===== config.mk =====
export PLATFORM = sky130hd
export DESIGN_NAME = box_intersection_over_union_flat
export DESIGN_NICKNAME = d
export VERILOG_FILES = /design/src/rtl/biou_pkg.sv /design/src/rtl/biou_if.sv /design/src/rtl/box_intersection_over_union.sv /design/src/flat_wrapper.sv
export SDC_FILE = /design/constraint.sdc
export NUM_CORES = 2
export LEC_CHECK = 0
export BUFFER_PORTS_ARGS = -buffer_cell sky130_fd_sc_hd__buf_2
export CORE_MARGIN = 2
export CORE_UTILIZATION = 70
export DETAILED_ROUTE_END_ITERATION = 8
export PLACE_DENSITY = 0.95
export SLEW_MARGIN = 10
export SYNTH_ARGS = -nofsm -noshare
export SYNTH_HDL_FRONTEND = slang
export SYNTH_SLANG_ARGS = --single-unit

===== constraint.sdc =====
create_clock -name i_clk -period 70.9 [get_ports i_clk]
set_input_delay 14.18 -clock i_clk [delete_from_list [all_inputs] [get_ports i_clk]]
set_output_delay 14.18 -clock i_clk [all_outputs]
set_load 0.01 [all_outputs]

===== src/rtl/biou_pkg.sv =====
package biou_pkg;

    // Field sizes.
    localparam int COORD_BITS = 12;
    localparam int FRAC_BITS  = 15;

    // Width of a span of inclusive coordinates; it can reach 2**COORD_BITS.
    localparam int CW = COORD_BITS + 1;
    // Full product width of two spans.
    localparam int PW = 2 * CW;
    // Width of an area; it can reach 2**(2*COORD_BITS).
    localparam int AW = 2 * COORD_BITS + 1;
    // Width of the union, which is at most the sum of two areas.
    localparam int UW = AW + 1;
    // Width of the partial remainder, with one spare bit for the shift.
    localparam int RW = UW + 1;
    // Quotient width: one integer bit and FRAC_BITS fraction bits.
    localparam int QW = FRAC_BITS + 1;

    // Pipeline depth: spans, products and union, then one quotient bit per stage.
    localparam int NFRONT = 3;
    localparam int NDIV   = QW;
    localparam int NSTAGE = NFRONT + NDIV;

    // Transactions in flight can fill every stage plus the skid register.
    localparam int CNT_W = $clog2(NSTAGE + 2);

    typedef logic [COORD_BITS-1:0] t_coord;

    typedef struct packed {
        t_coord a_left;
        t_coord a_top;
        t_coord a_right;
        t_coord a_bottom;
        t_coord b_left;
        t_coord b_top;
        t_coord b_right;
        t_coord b_bottom;
        logic   last_pair;
    } t_pair;

    typedef struct packed {
        logic [QW-1:0] overlap_ratio;
        logic          last_result;
    } t_ratio;

endpackage


===== src/rtl/biou_if.sv =====
interface biou_in_if;
    import biou_pkg::*;

    logic  valid;
    logic  ready;
    t_pair data;

    modport source (output valid, output data, input ready);
    modport sink (input valid, input data, output ready);
endinterface

interface biou_out_if;
    import biou_pkg::*;

    logic   valid;
    logic   ready;
    t_ratio data;

    modport source (output valid, output data, input ready);
    modport sink (input valid, input data, output ready);
endinterface


===== src/rtl/box_intersection_over_union.sv =====
// An accepted pair passes through the span, area and union stages, then the divider stages, to the output.
// Throughput: one pair per cycle while the output side takes one result per cycle.
// The depth is set by the restoring divider, which resolves one quotient bit per stage.
// Reset (synchronous, active low) clears every stage valid bit and the skid valid flag;
// the block takes pairs in the first cycle after reset is released.
module box_intersection_over_union (
    input logic        i_clk,
    input logic        i_rst_n,
    biou_in_if.sink    i_pair,
    biou_out_if.source o_ratio
);
    import biou_pkg::*;

    // Stage valid bits and the last flag travel alongside the data. Stage 0 holds the
    // spans, stage 1 the areas, stage 2 the union, and stages 3 onward the divider.
    logic [NSTAGE-1:0] r_vld;
    logic [NSTAGE-1:0] r_last;

    // The whole pipeline moves together. It stops only when the skid register is
    // occupied, so the stall signal comes straight from a flop.
    logic w_en;
    logic w_accept;

    // Stage 0: spans of the overlap and of each box.
    logic [CW-1:0] r_s1_cw, r_s1_rh, r_s1_wa, r_s1_ha, r_s1_wb, r_s1_hb;
    logic [CW-1:0] n_s1_cw, n_s1_rh, n_s1_wa, n_s1_ha, n_s1_wb, n_s1_hb;

    // Stage 1: the three areas.
    logic [AW-1:0] r_s2_inter, r_s2_area_a, r_s2_area_b;
    logic [PW-1:0] w_prod_i, w_prod_a, w_prod_b;

    // Stage 2: intersection and union, ready for the divider.
    logic [AW-1:0] r_s3_inter;
    logic [UW-1:0] r_s3_uni;
    logic [UW-1:0] n_s3_uni;

    // Divider stages.
    logic [RW-1:0] r_rem [NDIV];
    logic [UW-1:0] r_div [NDIV];
    logic [QW-1:0] r_quo [NDIV];

    // Skid register on the output side.
    logic   r_skid_vld;
    t_ratio r_skid;
    t_ratio w_tail;

    assign w_en         = !r_skid_vld;
    assign i_pair.ready = w_en;
    assign w_accept     = i_pair.valid && w_en;

    // ------------------------------------------------------------------
    // Stage 0. A box with its far edge before its near edge, or a pair that does not
    // overlap at all, gives an empty intersection. The box spans are then forced to one
    // pixel, which keeps the union nonzero and the quotient at zero.
    // ------------------------------------------------------------------
    always_comb begin
        t_pair  p;
        logic   w_bad;
        t_coord w_x0, w_x1, w_y0, w_y1;

        p = i_pair.data;
        w_bad = (p.a_right < p.a_left) || (p.a_bottom < p.a_top) ||
                (p.b_right < p.b_left) || (p.b_bottom < p.b_top) ||
                (p.a_left > p.b_right) || (p.a_top > p.b_bottom) ||
                (p.a_right < p.b_left) || (p.a_bottom < p.b_top);

        w_x0 = (p.a_left > p.b_left) ? p.a_left : p.b_left;
        w_y0 = (p.a_top > p.b_top) ? p.a_top : p.b_top;
        w_x1 = (p.a_right < p.b_right) ? p.a_right : p.b_right;
        w_y1 = (p.a_bottom < p.b_bottom) ? p.a_bottom : p.b_bottom;

        if (w_bad) begin
            n_s1_cw = '0;
            n_s1_rh = '0;
            n_s1_wa = CW'(1);
            n_s1_ha = CW'(1);
            n_s1_wb = CW'(1);
            n_s1_hb = CW'(1);
        end else begin
            n_s1_cw = CW'(w_x1) - CW'(w_x0) + CW'(1);
            n_s1_rh = CW'(w_y1) - CW'(w_y0) + CW'(1);
            n_s1_wa = CW'(p.a_right) - CW'(p.a_left) + CW'(1);
            n_s1_ha = CW'(p.a_bottom) - CW'(p.a_top) + CW'(1);
            n_s1_wb = CW'(p.b_right) - CW'(p.b_left) + CW'(1);
            n_s1_hb = CW'(p.b_bottom) - CW'(p.b_top) + CW'(1);
        end
    end

    // Stage 1 products. Each is at most 2**(2*COORD_BITS), so the top bit is dropped.
    assign w_prod_i = PW'(r_s1_cw) * PW'(r_s1_rh);
    assign w_prod_a = PW'(r_s1_wa) * PW'(r_s1_ha);
    assign w_prod_b = PW'(r_s1_wb) * PW'(r_s1_hb);

    // Stage 2 union. It is never below the larger area, so it never wraps.
    assign n_s3_uni = UW'(r_s2_area_a) + UW'(r_s2_area_b) - UW'(r_s2_inter);

    always_ff @(posedge i_clk) begin
        if (w_en) begin
            r_s1_cw     <= n_s1_cw;
            r_s1_rh     <= n_s1_rh;
            r_s1_wa     <= n_s1_wa;
            r_s1_ha     <= n_s1_ha;
            r_s1_wb     <= n_s1_wb;
            r_s1_hb     <= n_s1_hb;
            r_s2_inter  <= w_prod_i[AW-1:0];
            r_s2_area_a <= w_prod_a[AW-1:0];
            r_s2_area_b <= w_prod_b[AW-1:0];
            r_s3_inter  <= r_s2_inter;
            r_s3_uni    <= n_s3_uni;
            r_last      <= {r_last[NSTAGE-2:0], i_pair.data.last_pair};
        end
    end

    // ------------------------------------------------------------------
    // Restoring division of inter * 2**FRAC_BITS by the union. The intersection never
    // exceeds the union, so the first stage yields the integer bit directly from the
    // intersection, and each later stage doubles the remainder and yields one fraction
    // bit. The last stage holds the finished ratio.
    // ------------------------------------------------------------------
    for (genvar gk = 0; gk < NDIV; gk++) begin : g_div
        logic [RW-1:0] w_trial;
        logic [UW-1:0] w_dsr;
        logic [QW-1:0] w_qin;
        logic          w_ge;

        if (gk == 0) begin : g_first
            assign w_trial = RW'(r_s3_inter);
            assign w_dsr   = r_s3_uni;
            assign w_qin   = '0;
        end else begin : g_next
            assign w_trial = {r_rem[gk-1][RW-2:0], 1'b0};
            assign w_dsr   = r_div[gk-1];
            assign w_qin   = r_quo[gk-1];
        end

        assign w_ge = (w_trial >= RW'(w_dsr));

        always_ff @(posedge i_clk) begin
            if (w_en) begin
                r_rem[gk] <= w_ge ? (w_trial - RW'(w_dsr)) : w_trial;
                r_div[gk] <= w_dsr;
                r_quo[gk] <= {w_qin[QW-2:0], w_ge};
            end
        end
    end

    // Valid bits shift with the data whenever the pipeline moves.
    always_ff @(posedge i_clk) begin
        if (!i_rst_n) begin
            r_vld <= '0;
        end else if (w_en) begin
            r_vld <= {r_vld[NSTAGE-2:0], w_accept};
        end
    end

    // ------------------------------------------------------------------
    // Output side. When the tail of the pipeline holds a result that the sink does not
    // take, that result moves into the skid register as the pipeline advances. The
    // pipeline then holds until the skid register drains, and the skid result always
    // goes out before the one behind it, so order is kept and nothing is repeated.
    // ------------------------------------------------------------------
    assign w_tail = '{overlap_ratio: r_quo[NDIV-1], last_result: r_last[NSTAGE-1]};

    always_ff @(posedge i_clk) begin
        if (!i_rst_n) begin
            r_skid_vld <= 1'b0;
        end else if (r_skid_vld) begin
            if (o_ratio.ready) begin
                r_skid_vld <= 1'b0;
            end
        end else if (r_vld[NSTAGE-1] && !o_ratio.ready) begin
            r_skid_vld <= 1'b1;
        end
    end

    always_ff @(posedge i_clk) begin
        if (!r_skid_vld) begin
            r_skid <= w_tail;
        end
    end

    assign o_ratio.valid = r_skid_vld || r_vld[NSTAGE-1];
    assign o_ratio.data  = r_skid_vld ? r_skid : w_tail;

endmodule


===== src/flat_wrapper.sv =====
// flat-port wrapper written by rule: the top's interface ports become plain ports
module box_intersection_over_union_flat import biou_pkg::*;
  (i_clk, i_rst_n, i_pair_valid, i_pair_data, i_pair_ready, o_ratio_valid, o_ratio_data, o_ratio_ready);
  biou_in_if i_pair_i ();
  biou_out_if o_ratio_i ();
  input logic i_clk;
  input logic i_rst_n;
  input wire logic [$bits(i_pair_i.valid)-1:0] i_pair_valid;
  input wire logic [$bits(i_pair_i.data)-1:0] i_pair_data;
  output wire logic [$bits(i_pair_i.ready)-1:0] i_pair_ready;
  output wire logic [$bits(o_ratio_i.valid)-1:0] o_ratio_valid;
  output wire logic [$bits(o_ratio_i.data)-1:0] o_ratio_data;
  input wire logic [$bits(o_ratio_i.ready)-1:0] o_ratio_ready;
  assign i_pair_i.valid = i_pair_valid;
  assign i_pair_i.data = i_pair_data;
  assign i_pair_ready = i_pair_i.ready;
  assign o_ratio_valid = o_ratio_i.valid;
  assign o_ratio_data = o_ratio_i.data;
  assign o_ratio_i.ready = o_ratio_ready;
  box_intersection_over_union u_core (.i_clk(i_clk), .i_rst_n(i_rst_n), .i_pair(i_pair_i), .o_ratio(o_ratio_i));
endmodule

# == Word level (Yosys, flattened, before mapping) ==
# Memories as Yosys holds them, arrays and structs flattened.
# Index checks and enable logic that the tools add are counted.
# totals
reg_bits,260
mem_bits_rw,1104
output_inout_bits,19
elab_cells,117
mem_count,3
# op_classes
addsub,30
mul,3
order_cmp,28
muxes,25
n_reduce_logical,12
# mem_list
memory,words,width,read_ports,rd_ports_with_merged_regs,write_ports,line_no,text
u_core.r_rem,16,27,15,0,16,box_intersection_over_union.sv:38,logic [RW-1:0] r_rem [NDIV];
u_core.r_div,16,26,15,0,16,box_intersection_over_union.sv:39,logic [UW-1:0] r_div [NDIV];
u_core.r_quo,16,16,16,0,16,box_intersection_over_union.sv:40,logic [QW-1:0] r_quo [NDIV];
# ops
operator,count
two-way mux 27 bit,16
greater-or-equal comparator 27 x 26 -> 1 bit,15
subtractor 27 x 26 -> 27 bit,15
< comparator 12 bit,8
"adder 13 x 1 -> 13 bit, second input constant",6
subtractor 12 x 12 -> 13 bit,6
multiplier 13 x 13 -> 25 bit,3
> comparator 12 bit,4
two-way mux 12 bit,4
subtractor 25 x 26 -> 27 bit,1
adder 25 x 25 -> 26 bit,1
greater-or-equal comparator 25 x 26 -> 1 bit,1
subtractor 26 x 25 -> 26 bit,1
two-way mux 17 bit,1
logical OR 1 bit,8
two-way mux 1 bit,4
logical AND 1 bit,2
logical NOT 1 bit,2

# == Depth between registers and ports, before layout ==
# depth
depth_word,8
mapped_depth,28
mapped_depth_nobuf,27

# == Least setup slack after synthesis ==
# No wires, ideal clock.
# synth_path
path_type,register -> output
startpoint,reg u_core.r_skid_vld
endpoint,out i_pair_ready
arrival_ns,22.722
required_ns,56.720
path_slack_ns,33.998
path_stages_with_launch,4
n_path_buf,2
cell_sequence,dfxtp_1 clkbuf_1 clkbuf_1 inv_1
# synth_via
elab_chain_len,1
# synth_rtl
item,line_no,text
from (decl),box_intersection_over_union.sv:43,logic r_skid_vld;
from (signal assigned),box_intersection_over_union.sv:166,r_skid_vld <= 1'b0;
from (signal assigned),box_intersection_over_union.sv:169,r_skid_vld <= 1'b0;
from (signal assigned),box_intersection_over_union.sv:172,r_skid_vld <= 1'b1;
logical NOT 1 bit,--,
to (decl),flat_wrapper.sv:10,output wire logic [$bits(i_pair_i.ready)-1:0] i_pair_ready;
# No other way between the ends.

# == Worst setup path after layout ==
# layout_path
startpoint,in i_pair_data[2]
endpoint,reg u_core.r_s1_rh[11] (data pin)
# layout_via
elab_chain_len,6
elab_cells_between_ends,11
cone_classes,add/sub: 2; order compare: 3; mux: 1; reduce/logical: 5
# layout_rtl
item,line_no,text
from (decl),flat_wrapper.sv:9,input wire logic [$bits(i_pair_i.data)-1:0] i_pair_data;
"parallel branches: the longest is 6 deep, another holds subtractor 12 x 12 -> 13 bit",--,
to (signal assigned),box_intersection_over_union.sv:100,r_s1_rh <= n_s1_rh;
to (decl),box_intersection_over_union.sv:25,"logic [CW-1:0] r_s1_cw, r_s1_rh, r_s1_wa, r_s1_ha, r_s1_wb, r_s1_hb;"
# Parallel ways; which one is timed is not known.
# A chain may end at the register's enable or synchronous reset.

==> impl_metrics.ini <==
[outcome]
status = finished clean

[layout]
nNetsFinal = 9600
layout-drive-gt1-share = 0.0752
area_delta_synth_final_pct = 7.08
final_cell_mix = inv_1, edfxtp_1, ha_1, nand2_1, a21oi_1
fillers = 6983
layout_commonest_cell = inv_1
fin_util = 0.756

[setup_path]
crit_required_ps = 71330
critical_path.max_fanout = 10
reg2regPathDepth = 19
crit_top_cell = o21ai_0
slowest_stage = fa_1
criticalPathCategory = in2reg
arrival_ps = 19160
reg2reg_slack_ps = 64350
cp-startpoint = i_pair_data[2]
r2r_end = u_core.r_s2_area_a[23]$_DFFE_PN_
crit_end = u_core.r_s1_rh[11]$_SDFFCE_PP0N_
r2r_start = u_core.r_s1_wa[6]$_SDFFCE_PP0N_
setup.worst_path.end_class = flip-flop
cpPeakStageDelay_ps = 430
start_kind = primary input

[yosys]
ys_seq_area_frac = 0.406
async_flop_share = 0
yosys_register_bits = 1176
ys.warnings.count = 0
synth.distinct_cells = 83
avgSynthCellArea_sq_um = 10.6
synth_ff_type = edfxtp_1
netlist_instances = 8104
synth_nets = 9513
synthesis.area_sq_um = 86100
synth_edf_count = 1139

[floorplan]
fp.dieW_um = 355
rows = 128
die_y_um = 355
dieArea_sq_um = 126000
io-pin-count = 120
core_sq_um = 122000
start_util = 0.706

[hold_path]
hold_class = reg2reg

[clock_tree]
cts_buffers = 114
cts_sinks = 1176
clockRootBuffer = clkbuf_16
cts_resized = 0
worstSkewPairLatency_ps = 750
post-cts-setup-buffers = 0
holdBufCountCts = 0
cts_tree = yes
cts_buffer_depth = 3
htreeDepth = 3
path_clk_slew_ps = 70

[route]
drt_wl_total_um = 223000
drt_first_pass_iters = 9
wl_per_cell_um = 22.5
routed_via_density = 6.33
ant_nets = 0
dr_total_vias = 62769
drt_iter0_drc = 6223
drc_errors = 0

[sta]
report.final.hold_viol_count = 0
slew_headroom = 0.0640
tightestPinTransition_ps = 1390
fmax_ghz = 0.0534
grt_setup_unrepaired = no
setup_violations = 0
tns_ps = 0
maxSlewViolCount = 0
clock_skew_ps = 40.7
period_needed_ps = 18730
fin_crit_sh = 0.264

[power_and_ir_drop]
power_density_nw_per_um2 = 40.6
p_leak_nw = 41.2
max-vdd-ir-drop_mv = 0.0422

[place]
place.port_buffers = 119
dp_hpwl_um = 163000
place_congestion = 0.977

[global_routing]
grt_pass1_wl_um = 352000
grt_pass1_vias = 67328
grt-ovfl-total = 0
antenna_found_initial = 12
grt_start_max_net_pins = 158
grtUsageTotal = 0.357

[flow_run]
maxCapViolations = 0
metrics by stage:
step	cell area [sq um]	total power, W	setup slack [ps]	hold slack (ps)	instances
3_5_place_dp	88400	0.00302	51510	405	9700
3_3_place_gp	88400	0.00289	51400	401	9700
5_1_grt	92200	0.00393	51740	400	9918
2_1_floorplan	86100	0.00255	34000	400	8104
6_report	92200	0.00374	52180	406	9919
4_1_cts	92200	0.00368	52220	410	9914
power breakdown:
group	leakage (nW)	switching, W	internal (W)
registers	13.3	0.0000984	0.00106
clock network	1.86	0.000273	0.000355
logic	25.9	0.00112	0.000840
synth_stat cells, types with 64 or more instances:
cell type / instances / area (sq um)
o21bai_1: 79 / 593
nand4_1: 64 / 400
nor3_1: 90 / 450
a21o_1: 244 / 1830
nor2b_1: 108 / 676
ha_1: 882 / 11000
xor2_1: 149 / 1310
nand3_1: 94 / 470
nand2_1: 532 / 2000
and2_1: 263 / 1650
inv_1: 1331 / 5000
xnor2_1: 318 / 2790
nor2_1: 425 / 1600
clkbuf_1: 158 / 593
edfxtp_1: 1139 / 34200
o21a_1: 66 / 495
a21oi_1: 509 / 2550
mux2_2: 223 / 2510
mux2i_1: 64 / 641
fa_1: 426 / 8530
o21ai_0: 289 / 1450
nand2b_1: 81 / 507
worst min path at each step:
stage / startpoint / end / slack, ps / depth (start not counted)
after floorplan: u_core.r_last[9]$_DFFE_PN_ / u_core.r_last[10]$_DFFE_PN_ / 400 / 0
after global placement: u_core.r_last[4]$_DFFE_PN_ / u_core.r_last[5]$_DFFE_PN_ / 400 / 0
after detailed placement: u_core.r_last[16]$_DFFE_PN_ / u_core.r_last[17]$_DFFE_PN_ / 400 / 0
after CTS: u_core.r_quo[0][33]$_DFFE_PN_ / u_core.r_quo[0][50]$_DFFE_PN_ / 410 / 0
after global routing: u_core.r_quo[0][33]$_DFFE_PN_ / u_core.r_quo[0][50]$_DFFE_PN_ / 400 / 0
final: u_core.r_quo[0][33]$_DFFE_PN_ / u_core.r_quo[0][50]$_DFFE_PN_ / 410 / 0
worst max-delay path, delay by kind of cell:
family          cells  cell delay, ps
buf+inv             5             600
compound gates     17            2910
mux                 1             140
simple gates        1             150
fa+ha+maj           4            1170
flip-flops by register name, summed over array words and instances, names as in the netlist:
name / count
u_core.g_div.w_dsr: 26
u_core.r_s1_wb: 13
u_core.r_s1_hb: 13
u_core.r_s1_wa: 13
u_core.r_div: 390
u_core.r_s1_rh: 13
u_core.r_s1_ha: 13
u_core.r_s2_inter: 25
u_core.r_skid: 17
u_core.r_s1_cw: 13
u_core.r_vld: 19
u_core.r_s2_area_a: 25
u_core.r_s3_inter: 25
u_core.r_last: 19
u_core.r_skid_vld: 1
u_core.r_s2_area_b: 25
u_core.r_rem: 390
u_core.r_quo: 136
area by class of cell:
class                   count  area [sq um]  area share
multi-input cells        5410         45500       0.493
flip-flops and latches   1176         34900       0.379
inverters                1331          5000      0.0543
clock buffers             143          2990      0.0325
well taps                1625          2030      0.0221
repair buffers            158           913     0.00991
clock inverters            71           815     0.00884
diodes                      5          12.5    0.000136
cells by family (layout without fill, tap and decap cells):
group / Yosys count / after routing / share of synthesized area
and+or+nand+nor: 1820 / 1820 / 0.103
buffers and inverters: 1518 / 1703 / 0.0667
AOI/OAI and AO/OA: 1511 / 1511 / 0.110
adders and majority gates: 1308 / 1308 / 0.227
DFF: 1176 / 1176 / 0.406
xor gates and xnor gates: 467 / 467 / 0.0475
muxes: 304 / 304 / 0.0396
other: 0 / 5 / 0
layer usage:
layer / vias up / wire, um / track usage
met5: - / 117 / 0
met4: 16 / 23000 / 0.312
met3: 1193 / 15500 / 0.0674
met2: 3419 / 114000 / 0.648
met1: 30153 / 70400 / 0.345
li1: 27988 / - / -
Note: power is estimated with default switching activity, not from simulation.
